--- src/design/ppm_pkg.sv ---
`timescale 1ns / 1ps

package ppm_pkg;

	localparam int CHANNEL_COUNT = 6;
	localparam int OUT_SLOTS = 6;
	localparam int STORE_DEPTH = 8;
	localparam int SLOT_W = $clog2(STORE_DEPTH);
	localparam int PW_W = 16;
	localparam int CH_W = 12;
	localparam int CFG_IDX_W = 3;
	localparam int CFG_DATA_W = 16;
	localparam logic [CH_W-1:0] NEUTRAL_WIDTH = CH_W'(1500);
	localparam logic [PW_W-1:0] SILENCE_MAX = {PW_W{1'b1}};

	localparam logic OP_PULSE = 1'b0;
	localparam logic OP_TICK = 1'b1;

	typedef enum logic [CFG_IDX_W-1:0] {
		REG_SYNC_THRESHOLD = 3'd0,
		REG_PULSE_MINIMUM = 3'd1,
		REG_PULSE_MAXIMUM = 3'd2,
		REG_ARM_THROTTLE_LIMIT = 3'd3,
		REG_YAW_ARM_LEVEL = 3'd4,
		REG_YAW_DISARM_LEVEL = 3'd5,
		REG_FAILSAFE_TIMEOUT_MS = 3'd6
	} cfg_reg_t;

	typedef struct packed {
		logic [PW_W-1:0] sync_threshold;
		logic [CH_W-1:0] pulse_minimum;
		logic [CH_W-1:0] pulse_maximum;
		logic [CH_W-1:0] arm_throttle_limit;
		logic [CH_W-1:0] yaw_arm_level;
		logic [CH_W-1:0] yaw_disarm_level;
		logic [PW_W-1:0] failsafe_timeout_ms;
	} cfg_t;

	typedef struct packed {
		logic [OUT_SLOTS-1:0][CH_W-1:0] channel;
		logic frame_done;
		logic armed_flag;
		logic failsafe_active;
	} res_t;

	function automatic logic [CH_W-1:0] chan_read(input logic [CH_W-1:0] w, input cfg_t cfg);
		chan_read = (w >= cfg.pulse_minimum && w <= cfg.pulse_maximum) ? w : NEUTRAL_WIDTH;
	endfunction

endpackage

--- src/design/ppm_ifs.sv ---
`timescale 1ns / 1ps

interface ppm_in_if import ppm_pkg::*; ();
	logic valid;
	logic ready;
	logic op;
	logic [PW_W-1:0] pulse_us;

	modport source (output valid, output op, output pulse_us, input ready);
	modport sink (input valid, input op, input pulse_us, output ready);
endinterface

interface ppm_out_if import ppm_pkg::*; ();
	logic valid;
	logic ready;
	logic [CH_W-1:0] roll_channel;
	logic [CH_W-1:0] pitch_channel;
	logic [CH_W-1:0] throttle_channel;
	logic [CH_W-1:0] yaw_channel;
	logic [CH_W-1:0] aux_one_channel;
	logic [CH_W-1:0] aux_two_channel;
	logic frame_done;
	logic armed_flag;
	logic failsafe_active;

	modport source (output valid, output roll_channel, output pitch_channel,
		output throttle_channel, output yaw_channel, output aux_one_channel,
		output aux_two_channel, output frame_done, output armed_flag,
		output failsafe_active, input ready);
	modport sink (input valid, input roll_channel, input pitch_channel,
		input throttle_channel, input yaw_channel, input aux_one_channel,
		input aux_two_channel, input frame_done, input armed_flag,
		input failsafe_active, output ready);
endinterface

--- src/design/ppm_cfg_regs.sv ---
`timescale 1ns / 1ps

module ppm_cfg_regs import ppm_pkg::*; (
	input logic clk,
	input logic arst_n,
	input logic we,
	input logic [CFG_IDX_W-1:0] index,
	input logic [CFG_DATA_W-1:0] data,
	output cfg_t cfg
);

	cfg_t cfg_q;

	always_ff @(posedge clk or negedge arst_n) begin
		if (!arst_n) begin
			cfg_q.sync_threshold <= PW_W'(3000);
			cfg_q.pulse_minimum <= CH_W'(900);
			cfg_q.pulse_maximum <= CH_W'(2100);
			cfg_q.arm_throttle_limit <= CH_W'(1300);
			cfg_q.yaw_arm_level <= CH_W'(1800);
			cfg_q.yaw_disarm_level <= CH_W'(1200);
			cfg_q.failsafe_timeout_ms <= PW_W'(1000);
		end else if (we) begin
			unique case (cfg_reg_t'(index))
				REG_SYNC_THRESHOLD: cfg_q.sync_threshold <= data[PW_W-1:0];
				REG_PULSE_MINIMUM: cfg_q.pulse_minimum <= data[CH_W-1:0];
				REG_PULSE_MAXIMUM: cfg_q.pulse_maximum <= data[CH_W-1:0];
				REG_ARM_THROTTLE_LIMIT: cfg_q.arm_throttle_limit <= data[CH_W-1:0];
				REG_YAW_ARM_LEVEL: cfg_q.yaw_arm_level <= data[CH_W-1:0];
				REG_YAW_DISARM_LEVEL: cfg_q.yaw_disarm_level <= data[CH_W-1:0];
				REG_FAILSAFE_TIMEOUT_MS: cfg_q.failsafe_timeout_ms <= data[PW_W-1:0];
				default: begin
				end
			endcase
		end
	end

	assign cfg = cfg_q;

endmodule

--- src/design/ppm_frame_core.sv ---
`timescale 1ns / 1ps

module ppm_frame_core import ppm_pkg::*; (
	input logic clk,
	input logic arst_n,
	input cfg_t cfg,
	input logic go,
	input logic op,
	input logic [PW_W-1:0] pulse_us,
	output res_t res
);

	logic [STORE_DEPTH-1:0][CH_W-1:0] store_q;
	logic [STORE_DEPTH-1:0][CH_W-1:0] store_d;
	logic [SLOT_W-1:0] slot_q;
	logic [SLOT_W-1:0] slot_d;
	logic [PW_W-1:0] prev_q;
	logic [PW_W-1:0] prev_d;
	logic armed_q;
	logic armed_d;
	logic [PW_W-1:0] silence_q;
	logic [PW_W-1:0] silence_d;
	logic [SLOT_W-1:0] idx;
	logic [SLOT_W:0] idx_next;
	logic in_window;
	logic done;
	logic fail;
	logic [CH_W-1:0] thr;
	logic [CH_W-1:0] yaw;

	always_comb begin
		store_d = store_q;
		slot_d = slot_q;
		prev_d = prev_q;
		silence_d = silence_q;
		armed_d = armed_q;
		done = 1'b0;
		idx = (prev_q > cfg.sync_threshold) ? '0 : slot_q;
		idx_next = {1'b0, idx} + 1'b1;
		in_window = pulse_us >= {{(PW_W-CH_W){1'b0}}, cfg.pulse_minimum} &&
			pulse_us <= {{(PW_W-CH_W){1'b0}}, cfg.pulse_maximum};
		if (op == OP_PULSE) begin
			prev_d = pulse_us;
			if (in_window) begin
				store_d[idx] = pulse_us[CH_W-1:0];
				if (idx_next >= (SLOT_W+1)'(CHANNEL_COUNT)) begin
					done = 1'b1;
					slot_d = '0;
					silence_d = '0;
				end else begin
					slot_d = idx_next[SLOT_W-1:0];
				end
			end
		end else if (silence_q != SILENCE_MAX) begin
			silence_d = silence_q + 1'b1;
		end
		thr = chan_read(store_d[2], cfg);
		yaw = chan_read(store_d[3], cfg);
		if (done && thr < cfg.arm_throttle_limit) begin
			if (yaw > cfg.yaw_arm_level) begin
				armed_d = 1'b1;
			end
			if (yaw < cfg.yaw_disarm_level) begin
				armed_d = 1'b0;
			end
		end
		fail = silence_d > cfg.failsafe_timeout_ms;
		if (fail) begin
			armed_d = 1'b0;
		end
		for (int k = 0; k < OUT_SLOTS; k++) begin
			res.channel[k] = chan_read(store_d[k], cfg);
		end
		res.frame_done = done;
		res.armed_flag = armed_d;
		res.failsafe_active = fail;
	end

	always_ff @(posedge clk or negedge arst_n) begin
		if (!arst_n) begin
			for (int k = 0; k < STORE_DEPTH; k++) begin
				store_q[k] <= NEUTRAL_WIDTH;
			end
			slot_q <= '0;
			prev_q <= '0;
			armed_q <= 1'b0;
			silence_q <= '0;
		end else if (go) begin
			store_q <= store_d;
			slot_q <= slot_d;
			prev_q <= prev_d;
			armed_q <= armed_d;
			silence_q <= silence_d;
		end
	end

endmodule

--- src/design/ppm_decoder_with_arming_top.sv ---
`timescale 1ns / 1ps
// Channel   Direction  Contents
// request   in         op, pulse_us
// result    out        six channels, frame_done, armed_flag, failsafe_active
// cfg       in         cfg_we, cfg_index, cfg_data (write only)
//
// Each request goes into an input register, is decoded there against the frame
// state and lands in the result register, so one request per cycle is sustained
// while the result is not stalled. Reset clears all control state and loads the
// register defaults and the neutral channel values. A stalled result holds the
// result register and the input register; a new request is taken as soon as the
// input register moves.

module ppm_decoder_with_arming_top import ppm_pkg::*; (
	input logic clk,
	input logic arst_n,
	ppm_in_if.sink request,
	ppm_out_if.source result,
	input logic cfg_we,
	input logic [CFG_IDX_W-1:0] cfg_index,
	input logic [CFG_DATA_W-1:0] cfg_data
);

	cfg_t cfg;
	res_t res;
	res_t res_s2;
	logic valid_s1;
	logic op_s1;
	logic [PW_W-1:0] pw_s1;
	logic valid_s2;
	logic advance;

	ppm_cfg_regs u_cfg (
		.clk(clk),
		.arst_n(arst_n),
		.we(cfg_we),
		.index(cfg_index),
		.data(cfg_data),
		.cfg(cfg)
	);

	ppm_frame_core u_core (
		.clk(clk),
		.arst_n(arst_n),
		.cfg(cfg),
		.go(advance),
		.op(op_s1),
		.pulse_us(pw_s1),
		.res(res)
	);

	assign advance = valid_s1 && (!valid_s2 || result.ready);
	assign request.ready = !valid_s1 || advance;

	always_ff @(posedge clk or negedge arst_n) begin
		if (!arst_n) begin
			valid_s1 <= 1'b0;
			valid_s2 <= 1'b0;
		end else begin
			if (request.ready) begin
				valid_s1 <= request.valid;
			end
			if (advance) begin
				valid_s2 <= 1'b1;
			end else if (result.ready) begin
				valid_s2 <= 1'b0;
			end
		end
	end

	always_ff @(posedge clk) begin
		if (request.ready && request.valid) begin
			op_s1 <= request.op;
			pw_s1 <= request.pulse_us;
		end
		if (advance) begin
			res_s2 <= res;
		end
	end

	assign result.valid = valid_s2;
	assign result.roll_channel = res_s2.channel[0];
	assign result.pitch_channel = res_s2.channel[1];
	assign result.throttle_channel = res_s2.channel[2];
	assign result.yaw_channel = res_s2.channel[3];
	assign result.aux_one_channel = res_s2.channel[4];
	assign result.aux_two_channel = res_s2.channel[5];
	assign result.frame_done = res_s2.frame_done;
	assign result.armed_flag = res_s2.armed_flag;
	assign result.failsafe_active = res_s2.failsafe_active;

endmodule
--- src/flat_wrapper.sv ---
// flat-port wrapper written by rule: the top's interface ports become plain ports
module ppm_decoder_with_arming_top_flat import ppm_pkg::*;
  (clk, arst_n, cfg_we, cfg_index, cfg_data, request_valid, request_op, request_pulse_us, request_ready, result_valid, result_roll_channel, result_pitch_channel, result_throttle_channel, result_yaw_channel, result_aux_one_channel, result_aux_two_channel, result_frame_done, result_armed_flag, result_failsafe_active, result_ready);
  ppm_in_if request_i ();
  ppm_out_if result_i ();
  input logic clk;
  input logic arst_n;
  input logic cfg_we;
  input logic [CFG_IDX_W-1:0] cfg_index;
  input logic [CFG_DATA_W-1:0] cfg_data;
  input wire logic [$bits(request_i.valid)-1:0] request_valid;
  input wire logic [$bits(request_i.op)-1:0] request_op;
  input wire logic [$bits(request_i.pulse_us)-1:0] request_pulse_us;
  output wire logic [$bits(request_i.ready)-1:0] request_ready;
  output wire logic [$bits(result_i.valid)-1:0] result_valid;
  output wire logic [$bits(result_i.roll_channel)-1:0] result_roll_channel;
  output wire logic [$bits(result_i.pitch_channel)-1:0] result_pitch_channel;
  output wire logic [$bits(result_i.throttle_channel)-1:0] result_throttle_channel;
  output wire logic [$bits(result_i.yaw_channel)-1:0] result_yaw_channel;
  output wire logic [$bits(result_i.aux_one_channel)-1:0] result_aux_one_channel;
  output wire logic [$bits(result_i.aux_two_channel)-1:0] result_aux_two_channel;
  output wire logic [$bits(result_i.frame_done)-1:0] result_frame_done;
  output wire logic [$bits(result_i.armed_flag)-1:0] result_armed_flag;
  output wire logic [$bits(result_i.failsafe_active)-1:0] result_failsafe_active;
  input wire logic [$bits(result_i.ready)-1:0] result_ready;
  assign request_i.valid = request_valid;
  assign request_i.op = request_op;
  assign request_i.pulse_us = request_pulse_us;
  assign request_ready = request_i.ready;
  assign result_valid = result_i.valid;
  assign result_roll_channel = result_i.roll_channel;
  assign result_pitch_channel = result_i.pitch_channel;
  assign result_throttle_channel = result_i.throttle_channel;
  assign result_yaw_channel = result_i.yaw_channel;
  assign result_aux_one_channel = result_i.aux_one_channel;
  assign result_aux_two_channel = result_i.aux_two_channel;
  assign result_frame_done = result_i.frame_done;
  assign result_armed_flag = result_i.armed_flag;
  assign result_failsafe_active = result_i.failsafe_active;
  assign result_i.ready = result_ready;
  ppm_decoder_with_arming_top u_core (.clk(clk), .arst_n(arst_n), .request(request_i), .result(result_i), .cfg_we(cfg_we), .cfg_index(cfg_index), .cfg_data(cfg_data));
endmodule
--- config.mk ---
export PLATFORM = sky130hd
export DESIGN_NAME = ppm_decoder_with_arming_top_flat
export DESIGN_NICKNAME = d
export VERILOG_FILES = /design/src/design/ppm_pkg.sv /design/src/design/ppm_ifs.sv /design/src/design/ppm_cfg_regs.sv /design/src/design/ppm_frame_core.sv /design/src/design/ppm_decoder_with_arming_top.sv /design/src/flat_wrapper.sv
export SDC_FILE = /design/constraint.sdc
export NUM_CORES = 1
export LEC_CHECK = 0
export ABC_CLOCK_PERIOD_IN_PS = 16590
export BUFFER_PORTS_ARGS = -buffer_cell sky130_fd_sc_hd__buf_4
export CORE_MARGIN = 2
export CORE_UTILIZATION = 30
export DETAILED_ROUTE_END_ITERATION = 16
export SLEW_MARGIN = 10
export SYNTH_ARGS = -nofsm -noshare
export SYNTH_HDL_FRONTEND = slang
export SYNTH_HIERARCHICAL = 1
export SYNTH_SLANG_ARGS = --single-unit
--- constraint.sdc ---
create_clock -name clk -period 16.59 [get_ports clk]
set_clock_uncertainty 0.05 [all_clocks]
set_input_delay 1.659 -clock clk [delete_from_list [all_inputs] [get_ports clk]]
set_output_delay 1.659 -clock clk [all_outputs]
set_load 0.05 [all_outputs]
==> results.cfg <==
[worst_setup_path]
regToRegSetupSlack_ns = 8.16
setup.worst_path.end = u_core/u_core/armed_q
worstSetupEndpointType = register
worst-path-max-fanout = 14
worstSetupPathType = register to register
required_ns = 17.01
startpoint_type = register
r2r-end = u_core/u_core/armed_q
arrival_ns = 8.85
r2r_start = u_core/pw_s1[0]
reg2reg_depth = 26
worstSetupStartpoint = u_core/pw_s1[0]

[clocking]
cts_tree = built
hold_buffers = 0
ctsResizeCount = 0
clk_pin_slew_ns = 0.06
cts-root-buf = clkbuf_16
postCtsSetupBuffers = 0
clock_path_buffers = 3
cts.sink_count = 294
numCtsBuffers = 36
clk_latency_ns = 0.57
htreeDepth = 2

[routing]
detail-route-antenna-nets = 0
wl_per_cell_um = 20.5
drtIter0Drc = 715
vias = 12474
routed_wl_um = 50800
dr.pass1.iters = 5
remaining_drc_errors = 0
vias_per_cell = 5.04

[min_path]
hold_start = u_core/u_core/store_q[12]
hold_path_depth = 2
hold_path_class = register to register

[final_layout]
final_util = 0.352
fin_nets = 1952
area_delta_synth_final_pct = 16.6
drive_gt1_frac = 0.289
stdcell_area_um2 = 20700
n_fill_cell = 5833
antenna_cells = 0

[synthesis]
ys_top_cells_by_area = dfrtp_1 (18%), ha_1 (17%), edfxtp_1 (16%), mux2_2 (13%), dfstp_2 (11%)
synthesis.nets = 1827
yosysMostFrequentCell = ha_1
synth_fa_ha_area_frac = 0.167
synth_compound_area_frac = 0.0897
synth_cells = 1549
synth_edf_count = 92
synth_area_leader_cell = dfrtp_1
ys_seq_elements = 294
yosys.area_share.simple = 0.106
synth_mux_area_frac = 0.149
seq_area_frac_synth = 0.445
synthTopCellsByCount = ha_1 (237), mux2_2 (208), inv_1 (129), dfrtp_1 (127), edfxtp_1 (92)
synth_cell_type_count = 70
synth_flop_cell = dfrtp_1
yosysWarningCount = 6
synth_top_family_by_area = adder cells
synth_xor_area_frac = 0.00246
syn_area_per_cell_um2 = 11.5
syn_area_um2 = 17800
async_flop_share = 0.687
synth_top_cell_area_share = 0.179

[die]
die_w_um = 247
core_area_um2 = 58800
dieArea_um2 = 61200
ios = 118
num_rows = 89
die-height_um = 247
initial_core_util = 0.302

[placement]
io_buffers = 117
pre_cts_ws_ns = 8.39
place_area_um2 = 19500
globalplace.congestion = 0.919
hpwl_um = 35600

[global_route]
grt_max_degree = 91
grt_pass1_vias = 12793
overflow = 0
grtUsageTotal = 0.168
grt_pass1_wl_um = 77000
antenna_found_initial = 1

[sta]
tightest_slew_ns = 1.22
min_period_over_period = 0.508
tns_ns = 0
setup_violations = 0
fin_crit_ns = 8.43
slew_headroom = 0.183
fin_ws_ns = 8.16
rsz0062_at_grt = false
finalMaxSlewViolations = 0
max_freq_mhz = 119
hold_slack_ns = 0.430
hold_viol_final = 0

[status]
outcome = completed

[power]
p_clk_frac = 0.292
vdd.ir_drop.worst_v = 0.0000688
power_frac_comb = 0.347
power_density_nw_per_um2 = 131
leakage_nw = 9.30
seqPwrFrac = 0.361
switching_power_w = 0.000965
p_int_w = 0.00176
p_sw_frac = 0.354

[run]
maxCapViolations = 0
## area by class of cell
cell class                      count  area [µm²]  area share
Sequential cell                   294        7910       0.382
Inverter                          130         488      0.0235
Tap cell                          773         967      0.0467
Timing Repair Buffer              137        1030      0.0499
Multi-Input combinational cell   1075        9140       0.441
Clock buffer                       45         966      0.0466
Clock inverter                     20         216      0.0104
## routing by layer
metal | routed length (µm) | GRT usage | vias up
li1 | - | - | 5898
met1 | 22500 | 0.217 | 6187
met2 | 24200 | 0.280 | 284
met3 | 2230 | 0.0267 | 103
met4 | 1850 | 0.0660 | 2
met5 | 13 | 0 | -
## cell usage in the layout, fill, tap and decap left out, drive strengths merged, types with 7 or more instances in the layout
master and n:
ha 237, mux2 208, buf 136, inv 131, dfrtp 127, edfxtp 92, nand2 81, a21oi 80
dfstp 75, nor2 57, o21ai 51, a21o 46, clkbuf 46, nand2b 42, nand4 40, mux2i 30
nor2b 29, nand3 26, and2 21, nor3 14, o211ai 14, a211oi 13, clkinv 13, o31ai 7
or3 7
## stage by stage
step | total power, W | std cells
after floorplan | 0.00162 | 1549
after global placement | 0.00190 | 2409
after detailed placement | 0.00193 | 2409
after CTS | 0.00275 | 2474
after global routing | 0.00290 | 2474
final | 0.00272 | 2474
## critical path: stages (launching register included)
cell and delay, ns:
edfxtp_1 0.45, clkinv_1 0.47, ha_1 0.47, nand4_1 0.09, nor3_1 0.14, a21oi_1 0.07
o22ai_2 0.46, nand2_1 0.20, or4_1 0.87, mux2i_1 0.37, inv_1 0.12, ha_1 0.31
nand4_1 0.14, or3_1 0.39, a2bb2oi_1 0.96, nand2_1 0.21, ha_1 0.39, a21oi_1 0.15
o21ai_0 0.10, a21o_1 0.18, a211oi_1 0.24, o2111a_1 0.25, nand4_1 0.11, o32ai_2 0.34
o311ai_1 0.18, or4_1 0.51, o211ai_2 0.07
## worst min path at each step
stage	slack, ns	endpoint
3_3_place_gp	0.41	u_core/u_core/store_q[0]
4_1_cts	0.43	u_core/u_core/store_q[12]
3_5_place_dp	0.42	u_core/u_core/store_q[12]
2_1_floorplan	0.40	u_core/u_core/store_q[0]
6_report	0.43	u_core/u_core/store_q[12]
5_1_grt	0.46	u_core/u_core/store_q[0]
## logic make-up after synthesis
kind of cell | Yosys count
simple gates | 347
flops | 294
compound gates | 248
mux | 238
fa+ha+maj | 237
buf+inv | 180
xor+xnor | 5
## sequential cells by signal (all words and copies together) (netlist names), 16 cells and up
signal,flops
u_core/u_core/store_q,72
u_core/u_core/prev_q,16
u_core/u_core/silence_q,16
u_core/u_cfg/cfg,92
u_core/pw_s1,16
## power groups by stage
stage | Combinational, W | Clock [W] | Sequential [W]
finish | 0.000945 | 0.000797 | 0.000983
global route | 0.00106 | 0.000846 | 0.000998
CTS | 0.000941 | 0.000821 | 0.000984
detailed placement | 0.000935 | 0 | 0.000996
global placement | 0.000905 | 0 | 0.000991
floorplan | 0.000593 | 0 | 0.00103
Note: power is estimated with default switching activity, not from simulation.
